### config.mk
export PLATFORM = sky130hd
export DESIGN_NAME = csv_structural_scanner
export DESIGN_NICKNAME = d
export VERILOG_FILES = /design/src/hw/rtl/csvss_pkg.sv /design/src/hw/rtl/csvss_front.sv /design/src/hw/rtl/csvss_queue.sv /design/src/hw/rtl/csvss_back.sv /design/src/hw/rtl/csv_structural_scanner.sv
export SDC_FILE = /design/constraint.sdc
export NUM_CORES = 1
export LEC_CHECK = 0
export ABC_CLOCK_PERIOD_IN_PS = 7100
export BUFFER_PORTS_ARGS = -buffer_cell sky130_fd_sc_hd__buf_2
export CORE_ASPECT_RATIO = 0.7
export CORE_MARGIN = 5
export CORE_UTILIZATION = 45
export DETAILED_ROUTE_END_ITERATION = 10
export PLACE_DENSITY = 0.7
export SYNTH_ARGS = -nofsm -noshare
export SYNTH_HDL_FRONTEND = slang
export SYNTH_SLANG_ARGS = --single-unit
### constraint.sdc
create_clock -name clock -period 7.1 [get_ports clock]
set_input_delay 0 -clock clock [delete_from_list [all_inputs] [get_ports clock]]
set_output_delay 0 -clock clock [all_outputs]
set_load 0.05 [all_outputs]
### src/hw/rtl/csvss_pkg.sv
// types and constants shared by the csv structural scanner modules
// no dependencies
package csvss_pkg;

   localparam int LANES         = 8;
   localparam int OFFSET_BITS   = 32;
   localparam int COUNT_BITS    = 4;
   localparam int LANE_IDX_BITS = $clog2(LANES);

   localparam logic [7:0] CH_COMMA   = 8'h2C;
   localparam logic [7:0] CH_NEWLINE = 8'h0A;
   localparam logic [7:0] CH_QUOTE   = 8'h22;

   typedef logic [LANES-1:0]       lane_mask_type;
   typedef logic [LANES-1:0][7:0]  lane_bytes_type;
   typedef logic [COUNT_BITS-1:0]  lane_count_type;
   typedef logic [OFFSET_BITS-1:0] offset_type;

   typedef struct packed {
      lane_mask_type  comma;
      lane_mask_type  newline;
      lane_mask_type  quote;
      lane_count_type count;
      logic           start;
   } scan_entry_type;

endpackage

### src/hw/rtl/csvss_front.sv
// front end: saturates the lane count and classifies each valid lane
// depends on csvss_pkg
module csvss_front (
   input  csvss_pkg::lane_bytes_type lane_bytes,
   input  csvss_pkg::lane_count_type valid_lanes,
   input  logic                      start_of_buffer,
   output csvss_pkg::scan_entry_type entry
);

   csvss_pkg::lane_count_type count;
   csvss_pkg::lane_mask_type  lane_valid;

   always_comb begin
      if (valid_lanes > csvss_pkg::COUNT_BITS'(csvss_pkg::LANES)) begin
         count = csvss_pkg::COUNT_BITS'(csvss_pkg::LANES);
      end else begin
         count = valid_lanes;
      end
      for (int k = 0; k < csvss_pkg::LANES; k++) begin
         lane_valid[k]    = csvss_pkg::COUNT_BITS'(k) < count;
         entry.comma[k]   = lane_valid[k] && (lane_bytes[k] == csvss_pkg::CH_COMMA);
         entry.newline[k] = lane_valid[k] && (lane_bytes[k] == csvss_pkg::CH_NEWLINE);
         entry.quote[k]   = lane_valid[k] && (lane_bytes[k] == csvss_pkg::CH_QUOTE);
      end
      entry.count = count;
      entry.start = start_of_buffer;
   end

endmodule

### src/hw/rtl/csvss_queue.sv
// short queue between the classifying front end and the scanning back end
// depends on csvss_pkg
module csvss_queue #(
   parameter int DEPTH = 4
) (
   input  logic                      clock,
   input  logic                      reset,
   input  logic                      push,
   input  csvss_pkg::scan_entry_type push_data,
   output logic                      not_full,
   input  logic                      pop,
   output logic                      not_empty,
   output csvss_pkg::scan_entry_type pop_data
);

   localparam int PTR_BITS = $clog2(DEPTH);
   localparam int CNT_BITS = $clog2(DEPTH + 1);

   csvss_pkg::scan_entry_type slots_ff [DEPTH];
   logic [PTR_BITS-1:0] wr_ptr_ff, wr_ptr_in;
   logic [PTR_BITS-1:0] rd_ptr_ff, rd_ptr_in;
   logic [CNT_BITS-1:0] count_ff, count_in;

   assign not_full  = count_ff != CNT_BITS'(DEPTH);
   assign not_empty = count_ff != '0;
   assign pop_data  = slots_ff[rd_ptr_ff];

   always_comb begin
      wr_ptr_in = wr_ptr_ff;
      rd_ptr_in = rd_ptr_ff;
      count_in  = count_ff;
      if (push) begin
         wr_ptr_in = (wr_ptr_ff == PTR_BITS'(DEPTH - 1)) ? '0 : wr_ptr_ff + 1'b1;
      end
      if (pop) begin
         rd_ptr_in = (rd_ptr_ff == PTR_BITS'(DEPTH - 1)) ? '0 : rd_ptr_ff + 1'b1;
      end
      if (push && !pop) begin
         count_in = count_ff + 1'b1;
      end else if (pop && !push) begin
         count_in = count_ff - 1'b1;
      end
   end

   always_ff @(posedge clock) begin
      if (reset) begin
         wr_ptr_ff <= '0;
         rd_ptr_ff <= '0;
         count_ff  <= '0;
      end else begin
         wr_ptr_ff <= wr_ptr_in;
         rd_ptr_ff <= rd_ptr_in;
         count_ff  <= count_in;
      end
   end

   always_ff @(posedge clock) begin
      if (push) begin
         slots_ff[wr_ptr_ff] <= push_data;
      end
   end

   a_count_bound: assert property (@(posedge clock) disable iff (reset)
      count_ff <= CNT_BITS'(DEPTH))
      else $error("queue count above depth");

   a_no_overflow: assert property (@(posedge clock) disable iff (reset)
      !(push && !not_full))
      else $error("push into full queue");

   a_no_underflow: assert property (@(posedge clock) disable iff (reset)
      !(pop && !not_empty))
      else $error("pop from empty queue");

endmodule

### src/hw/rtl/csvss_back.sv
// back end: quote prefix parity, row ends, offset tracking and result register
// depends on csvss_pkg
module csvss_back (
   input  logic                      clock,
   input  logic                      reset,
   input  logic                      entry_valid,
   input  csvss_pkg::scan_entry_type entry,
   output logic                      entry_pop,
   output logic                      rsp_valid,
   input  logic                      rsp_ready,
   output csvss_pkg::lane_mask_type  rsp_comma_bits,
   output csvss_pkg::lane_mask_type  rsp_row_end_bits,
   output csvss_pkg::lane_mask_type  rsp_quote_bits,
   output csvss_pkg::lane_mask_type  rsp_inside_quote_bits,
   output csvss_pkg::offset_type     rsp_row_start_offset,
   output logic                      rsp_row_found
);

   logic                  carry_ff, carry_in;
   csvss_pkg::offset_type offset_ff, offset_in;
   csvss_pkg::offset_type line_base_ff, line_base_in;
   logic                  valid_ff, valid_in;

   csvss_pkg::lane_mask_type comma_ff, ends_ff, quote_ff, in_quote_ff;
   logic                     found_ff;

   logic                                 carry_eff;
   csvss_pkg::offset_type                offset_eff;
   csvss_pkg::offset_type                line_base_eff;
   csvss_pkg::lane_mask_type             parity;
   csvss_pkg::lane_mask_type             lane_valid;
   csvss_pkg::lane_mask_type             in_quote;
   csvss_pkg::lane_mask_type             ends;
   logic [csvss_pkg::LANE_IDX_BITS-1:0]  last_end;
   logic                                 acc;

   assign entry_pop = entry_valid && (!valid_ff || rsp_ready);

   always_comb begin
      carry_eff     = entry.start ? 1'b0 : carry_ff;
      offset_eff    = entry.start ? '0 : offset_ff;
      line_base_eff = entry.start ? '0 : line_base_ff;

      acc      = carry_eff;
      last_end = '0;
      for (int k = 0; k < csvss_pkg::LANES; k++) begin
         acc           = acc ^ entry.quote[k];
         parity[k]     = acc;
         lane_valid[k] = csvss_pkg::COUNT_BITS'(k) < entry.count;
         in_quote[k]   = parity[k] && lane_valid[k];
         ends[k]       = entry.newline[k] && !parity[k];
         if (ends[k]) begin
            last_end = csvss_pkg::LANE_IDX_BITS'(k);
         end
      end

      carry_in  = carry_ff;
      offset_in = offset_ff;
      line_base_in = line_base_ff;
      valid_in  = valid_ff && !rsp_ready;
      if (entry_pop) begin
         carry_in  = carry_eff ^ (^entry.quote);
         offset_in = offset_eff + csvss_pkg::OFFSET_BITS'(entry.count);
         if (|ends) begin
            line_base_in = offset_eff + csvss_pkg::OFFSET_BITS'(last_end) + 1'b1;
         end else begin
            line_base_in = line_base_eff;
         end
         valid_in = 1'b1;
      end
   end

   always_ff @(posedge clock) begin
      if (reset) begin
         carry_ff     <= 1'b0;
         offset_ff    <= '0;
         line_base_ff <= '0;
         valid_ff     <= 1'b0;
      end else begin
         carry_ff     <= carry_in;
         offset_ff    <= offset_in;
         line_base_ff <= line_base_in;
         valid_ff     <= valid_in;
      end
   end

   always_ff @(posedge clock) begin
      if (entry_pop) begin
         comma_ff    <= entry.comma;
         ends_ff     <= ends;
         quote_ff    <= entry.quote;
         in_quote_ff <= in_quote;
         found_ff    <= |ends;
      end
   end

   assign rsp_valid             = valid_ff;
   assign rsp_comma_bits        = comma_ff;
   assign rsp_row_end_bits      = ends_ff;
   assign rsp_quote_bits        = quote_ff;
   assign rsp_inside_quote_bits = in_quote_ff;
   assign rsp_row_start_offset  = line_base_ff;
   assign rsp_row_found         = found_ff;

   a_end_outside_quote: assert property (@(posedge clock) disable iff (reset)
      valid_ff |-> (ends_ff & in_quote_ff) == '0)
      else $error("row end inside quotes");

   a_found_matches: assert property (@(posedge clock) disable iff (reset)
      valid_ff |-> found_ff == (|ends_ff))
      else $error("row_found disagrees with row end mask");

   a_start_clears: assert property (@(posedge clock) disable iff (reset)
      entry_pop && entry.start && !(|entry.quote) |=> !carry_ff)
      else $error("quote carry not cleared at buffer start");

endmodule

### src/hw/rtl/csv_structural_scanner.sv
// csv structural scanner: marks commas, quotes and row ends in 8-lane text words
// channels: req_ items of eight text bytes with a valid lane count and a
// start-of-buffer flag; rsp_ results with comma, quote, inside-quote and row
// end masks, the offset just past the latest row end, and a row found flag.
// both channels transfer on valid and ready high at a rising clock edge.
// the front classifies each request word into the queue, then the back end
// scans the queue head into the result register, whose valid flag drives
// rsp_valid.
// throughput is one word per cycle while rsp_ready stays high; the back end scan is combinational.
// the queue of QUEUE_DEPTH entries lets the front keep taking words while the
// result register waits; when the receiver stalls the queue fills and
// req_ready drops once it is full. results never drop or repeat.
// reset (synchronous, active high) empties the queue and the result register
// and clears quote carry, byte offset and row start to zero.
// start_of_buffer clears those three before its word is scanned.
// depends on csvss_pkg, csvss_front, csvss_queue, csvss_back
module csv_structural_scanner #(
   parameter int QUEUE_DEPTH = 4
) (
   input  logic        clock,
   input  logic        reset,
   input  logic        req_valid,
   output logic        req_ready,
   input  logic [7:0]  req_lane_byte_0,
   input  logic [7:0]  req_lane_byte_1,
   input  logic [7:0]  req_lane_byte_2,
   input  logic [7:0]  req_lane_byte_3,
   input  logic [7:0]  req_lane_byte_4,
   input  logic [7:0]  req_lane_byte_5,
   input  logic [7:0]  req_lane_byte_6,
   input  logic [7:0]  req_lane_byte_7,
   input  logic [3:0]  req_valid_lanes,
   input  logic        req_start_of_buffer,
   output logic        rsp_valid,
   input  logic        rsp_ready,
   output logic [7:0]  rsp_comma_bits,
   output logic [7:0]  rsp_row_end_bits,
   output logic [7:0]  rsp_quote_bits,
   output logic [7:0]  rsp_inside_quote_bits,
   output logic [31:0] rsp_row_start_offset,
   output logic        rsp_row_found
);

   csvss_pkg::lane_bytes_type lane_bytes;
   csvss_pkg::scan_entry_type front_entry;
   csvss_pkg::scan_entry_type queue_entry;
   logic                      queue_not_full;
   logic                      queue_not_empty;
   logic                      queue_pop;
   logic                      push;

   assign lane_bytes = {req_lane_byte_7, req_lane_byte_6, req_lane_byte_5, req_lane_byte_4,
                        req_lane_byte_3, req_lane_byte_2, req_lane_byte_1, req_lane_byte_0};

   assign req_ready = queue_not_full;
   assign push      = req_valid && queue_not_full;

   csvss_front u_front (
      .lane_bytes      (lane_bytes),
      .valid_lanes     (req_valid_lanes),
      .start_of_buffer (req_start_of_buffer),
      .entry           (front_entry)
   );

   csvss_queue #(
      .DEPTH (QUEUE_DEPTH)
   ) u_queue (
      .clock     (clock),
      .reset     (reset),
      .push      (push),
      .push_data (front_entry),
      .not_full  (queue_not_full),
      .pop       (queue_pop),
      .not_empty (queue_not_empty),
      .pop_data  (queue_entry)
   );

   csvss_back u_back (
      .clock                 (clock),
      .reset                 (reset),
      .entry_valid           (queue_not_empty),
      .entry                 (queue_entry),
      .entry_pop             (queue_pop),
      .rsp_valid             (rsp_valid),
      .rsp_ready             (rsp_ready),
      .rsp_comma_bits        (rsp_comma_bits),
      .rsp_row_end_bits      (rsp_row_end_bits),
      .rsp_quote_bits        (rsp_quote_bits),
      .rsp_inside_quote_bits (rsp_inside_quote_bits),
      .rsp_row_start_offset  (rsp_row_start_offset),
      .rsp_row_found         (rsp_row_found)
   );

endmodule
-- After elaboration in Yosys (flattened, before gate mapping)
Memory sizes are Yosys's and may differ from the RTL's. A register that Yosys moved wholly into a read port is not among the register bits.
Index checks and enable logic that the tools add are counted.
- add/subtract/negate cells: 7
- multipliers: 0
- divide/modulo/power cells: 0
- magnitude comparators: 17
- equal/unequal tests: 27
- shift operators: 0
- multiplexer cells: 21
- bitwise operators: 9
- reductions and logical operators: 64
- operator list (cell ; number):
    == test 8 x 6 -> 1 bit (second input constant) ; 16
    2-to-1 mux 32 bit ; 3
    == test 8 x 4 -> 1 bit (second input constant) ; 8
    logical AND 1 bit ; 45
    adder 32 x 1 -> 32 bit (second input constant) ; 1
    adder 32 x 3 -> 32 bit ; 1
    adder 32 x 4 -> 32 bit ; 1
    < comparator 3 x 4 -> 1 bit (first input constant) ; 8
    2-to-1 mux 3 bit ; 6
    < comparator 1 x 4 -> 1 bit (first input constant) ; 4
    < comparator 2 x 4 -> 1 bit (first input constant) ; 4
    zero test 1 bit ; 12
    2-to-1 mux 2 bit ; 6
    XOR 1 bit ; 9
    OR reduction 8 bit ; 1
    parity 8 bit ; 1
    2-to-1 mux 1 bit ; 5
    adder 2 x 1 -> 2 bit (second input constant) ; 2
    == test 2 bit (second input constant) ; 2
    > comparator 4 bit (second input constant) ; 1
    2-to-1 mux 4 bit ; 1
    nonzero test 2 bit ; 2
    adder 3 x 1 -> 3 bit (second input constant) ; 1
    inequality test 3 bit (second input constant) ; 1
    other kinds (4) ; 4
- register bits after elaboration: 106
- latch bits: 0
- bits in writable memories: 116
- bits in read-only memories: 0
- bits of input ports: 73
- output and inout port bits: 67
- logic and storage cells: 158
- memories: 1
- memories (name ; depth ; width ; rd ports ; clocked after memory_dff ; write ports ; RTL line ; source):
    u_queue.slots_ff ; 4 ; 29 ; 1 ; 1 ; 1 ; csvss_queue.sv:19 ; csvss_pkg::scan_entry_type slots_ff [DEPTH];

-- Longest topological paths before layout
- depth after elaboration: 15
- depth in mapped cells: 19
- mapped depth without buffers: 16

-- By module
From an unflattened synthesis, not the netlist that was laid out.
- cell total of the unflattened synthesis: 790
- area, all modules: 10157.2 sq um
- modules (own cells, without submodules) (module ; instances ; cells an instance ; area each (sq um) ; sequential area each (sq um)):
    csvss_back ; 1 ; 519 ; 5029.8 ; 2312.2
    csvss_queue ; 1 ; 196 ; 4634.4 ; 3663.5
    csvss_front ; 1 ; 74 ; 486.7 ; 0.0
    csv_structural_scanner ; 1 ; 1 ; 6.3 ; 0.0

-- Worst setup path before layout
Ideal clock, no wire load.
- path kind: register to register
- from: register (tool-made name)
- to: register u_back.line_base_ff[31] (netlist: u_back.rsp_row_start_offset[31])
- library setup time: 0.127 ns
- arrival time: 4.185 ns
- required time: 6.973 ns
- slack: 2.789 ns
- stages on the path, launching flop included: 18
- path buffers: 2
- period minus slack after synthesis: 4.311 ns
- path through: dfxtp_1 buf_6 mux4_2 xnor2_2 xnor3_2 xnor2_2 mux2_4 a21oi_1 inv_1 ha_1 nor2b_1 o21ai_0 a2111oi_0 clkbuf_1 nand4_1 xor2_1 nand2_1 mux2i_1
- RTL lines (element ; RTL line ; source):
    end signal, assigned ; csvss_back.sv:82 ; line_base_ff <= line_base_in;
    end, declared ; csvss_back.sv:21 ; csvss_pkg::offset_type line_base_ff, line_base_in;

==> metrics.txt <==
result of the run completed; final design utilization 0.563; half-perimeter wire length of the detailed placement result 17400 um; number of fill cells in the layout 1892; clock transition at the registers of the reported paths 0.06 ns; final count of negative-setup-slack endpoints 0; final worst-path cycle share 0.715; worst clock skew 0.0136 ns; Slew Limit Headroom 0.305; Final Power 5.62 mW; Worst EP arrival 5.42 ns; number of buffers added on ports 139; Lkg Pwr 4.79 nW; top cells by area, synth edfxtp_1 43%, dfxtp_1 14%, mux4_2 6.0%; level count of the clock H-tree 1; largest net degree at the start of global routing 70; crit path max-delay cell type mux4_2; number of warnings issued by yosys 0; CTS tree yes; initial core utilization 0.459; number of storage elements in the synthesis netlist 224; time the final worst path needs with I/O delays and setup 5.08 ns; number of antenna violations at the first check in global routing 0; clock latency on the worst-skew pair 0.50 ns; worst-path fanout max 21; area share of the leading cell type in the synthesized netlist 0.427; Inserted Clock Buffers 23; Syn Nets 934; share of layout cells above drive strength 1 0.250; fraction of the yosys area taken by sequential cells 0.571; Fin. Hold Viols 0; area growth from synthesis to layout 22.6%; first-pass GRT wire length 39800 um; remaining antenna violation count 0; Setup TNS 0 ns; category of the worst setup path launch point flop; kind of end point of the critical path flop; y dimension of the die 138 um; Post-synth EDFFs 149; drc violations 0; deepest clock path buffer count 3; Cell Count Post-Placement 1269; floorplan core area 0.0228 sq mm; area taken by flip-flops and latches 0.00598 sq mm; largest stage delay on the critical path 0.62 ns; unique cell type count in the Yosys netlist 73; first-pass iteration count of the detailed router 6; post-synthesis cell type with the largest combined area edfxtp_1; antenna diode instance count 0; die area 0.0265 sq mm; fmax 197 MHz; number of nets at the end of the flow 1131; Pins Over Slew Limit 0; mean routed wirelength per cell 18.7 um; Syn Std Cell Area 0.0105 sq mm; pwr dens 438 mW/mm^2; synthesized area per cell 12.4 sq um; Layout Cell Area excl Fill 0.0128 sq mm; CTS root buffer clkbuf_16; worst min-delay path class primary input to flop; WP data required 7.44 ns; Overflow after GRT 0; number of violations of the max-capacitance limit 0; ys async rst share 0; cell-by-cell trace of the critical path buf_4 -> mux4_2 -> xor2_1 -> xnor2_2 -> xnor2_4 -> xor2_1 -> and2_1 -> a21oi_1 -> ha_1 -> fa_1 -> nor2b_1 -> o211ai_1 -> nor3_2 -> and2_1 -> nand3_1 -> xnor2_1 -> o32ai_1; setup repair after global routing missed its margin false; synthesized instance count 844; Final GP Congestion 0.965; prevailing post-synth register cell edfxtp_1; instance area after placement 0.0115 sq mm; via-per-instance ratio 5.40; total number of placement rows 46; total length of routed wires 25600 um; violation count after the first detailed-route iteration 782; Setup Crit Path Kind flop to flop; DR vias 7393; overall routing resource usage 0.192; non-filler cells, final 1369; transition time at the pin with the least slew margin 1.03 ns; number of global-route vias before repair 7070; top-level I/O count 140; Chip Width 192 um; Peak supply drop 386 uV; TritonCTS Sinks 224; post-CTS setup buffer count 0; Multi-input gate area 0.00413 sq mm
[Yosys cell counts, types with 4 or more instances]
library cell	number
a21oi_1	26
a31oi_1	5
and2_1	11
and3_1	9
clkbuf_1	26
dfxtp_1	75
edfxtp_1	149
ha_1	14
inv_1	46
mux2i_1	14
mux4_2	28
nand2_1	116
nand2b_1	10
nand3_1	29
nand4_1	12
nor2_1	51
nor2b_1	14
nor3_1	22
nor4_1	10
o21ai_0	10
o32ai_1	7
o32ai_2	16
or2_2	5
or3_1	4
xnor2_1	35
xor2_1	27
[path summary, 6_finish.rpt]
check / startpoint / to / slack (ns) / cells after the start
max reg2reg: flop / u_back.rsp_row_start_offset[26]$_SDFFE_PP0P_ / 2.02 / 17
min: req_lane_byte_5[6] / u_queue.slots_ff[1][10]$_DFFE_PP_ / 0.03 / 5
max: flop / u_back.rsp_row_start_offset[26]$_SDFFE_PP0P_ / 2.02 / 17
min reg2reg: u_back.offset_ff[2]$_SDFFE_PP0P_ / u_back.offset_ff[2]$_SDFFE_PP0P_ / 0.45 / 2
[power by group]
| part | internal [mW] | switching [mW] |
|---|---|---|
| clock network | 0.753 | 0.501 |
| logic | 0.910 | 1.70 |
| registers | 1.66 | 0.0977 |
[layer usage]
layer | global-route usage | share of wire | up-vias | wire (um)
li1 | - | - | 3472 | -
met3 | 0.0385 | 0.076 | 46 | 1940
met4 | 0.0400 | 0.023 | 0 | 586
met1 | 0.293 | 0.47 | 3596 | 12100
met2 | 0.286 | 0.43 | 279 | 11000
met5 | 0 | 0 | - | 0
[cells by family (layout without fill, tap and decap cells)]
family                   after synthesis  count (layout)  share of synthesized area
AND/OR/NAND/NOR                      314             314                      0.147
AO/OA/AOI/OAI                         86              86                     0.0748
buffers and inverters                 85             298                     0.0352
flip-flops                           224             224                      0.571
multiplexers                          49              49                     0.0835
adder cells (fa/ha/maj)               17              17                     0.0225
XOR/XNOR                              69              69                     0.0664
[cell type report]
class / instances / area share
clock buffer: 26 / 0.0465
tap: 312 / 0.0304
clock inverter: 15 / 0.0149
multi-input combinational: 535 / 0.322
inverter: 47 / 0.0137
sequential: 224 / 0.465
timing repair buffer: 210 / 0.107
[critical path: cells and delay by family, from the launching register on]
kind	cells	cell delay [ns]
and+or+nand+nor	5	1.15
DFF	1	0.58
AOI/OAI and AO/OA	3	0.29
buffers and inverters	1	0.45
xor gates and xnor gates	5	1.18
muxes	1	0.62
adders and majority gates	2	0.63
[stage by stage]
step | worst slack [ns] | hold WS, ns
after detailed placement | 2.06 | 0.223
after CTS | 2.01 | 0.00421
final | 2.02 | 0.0296
after floorplan | 2.79 | 0.0989
after global routing | 1.53 | 0.0162
after global placement | 2.13 | 0.220
[cell usage in the layout, fill, tap and decap left out, drive strengths merged, types with 10 or more instances in the layout]
master,instances
clkbuf,26
o21ai,10
nor4,10
nor2b,14
dfxtp,75
o32ai,23
xor2,27
and2,12
inv,47
mux2i,15
a21oi,26
edfxtp,149
nand2b,10
ha,14
mux4,29
nor2,51
nand2,116
buf,151
xnor2,40
nand4,12
dlygate4sd3,59
nor3,23
nand3,29
[timing repair]
action | 4_1_cts | 5_1_grt
hold endpoints to repair | 111 | 0
hold buffers | 59 | 0
resized for setup | 0 | 0
[flip-flops by register name (all words and copies together), names as in the netlist, named ones only]
name	flops
u_queue.wr_ptr_ff	2
u_queue.rd_ptr_ff	2
u_back.rsp_quote_bits	8
u_back.rsp_inside_quote_bits	8
u_back.rsp_row_found	1
u_queue.count_ff	3
u_back.rsp_row_start_offset	32
u_back.carry_ff	1
u_back.rsp_row_end_bits	8
u_queue.slots_ff	116
u_back.rsp_valid	1
u_back.rsp_comma_bits	8
u_back.offset_ff	32
Note: power is estimated with default switching activity, not from simulation.
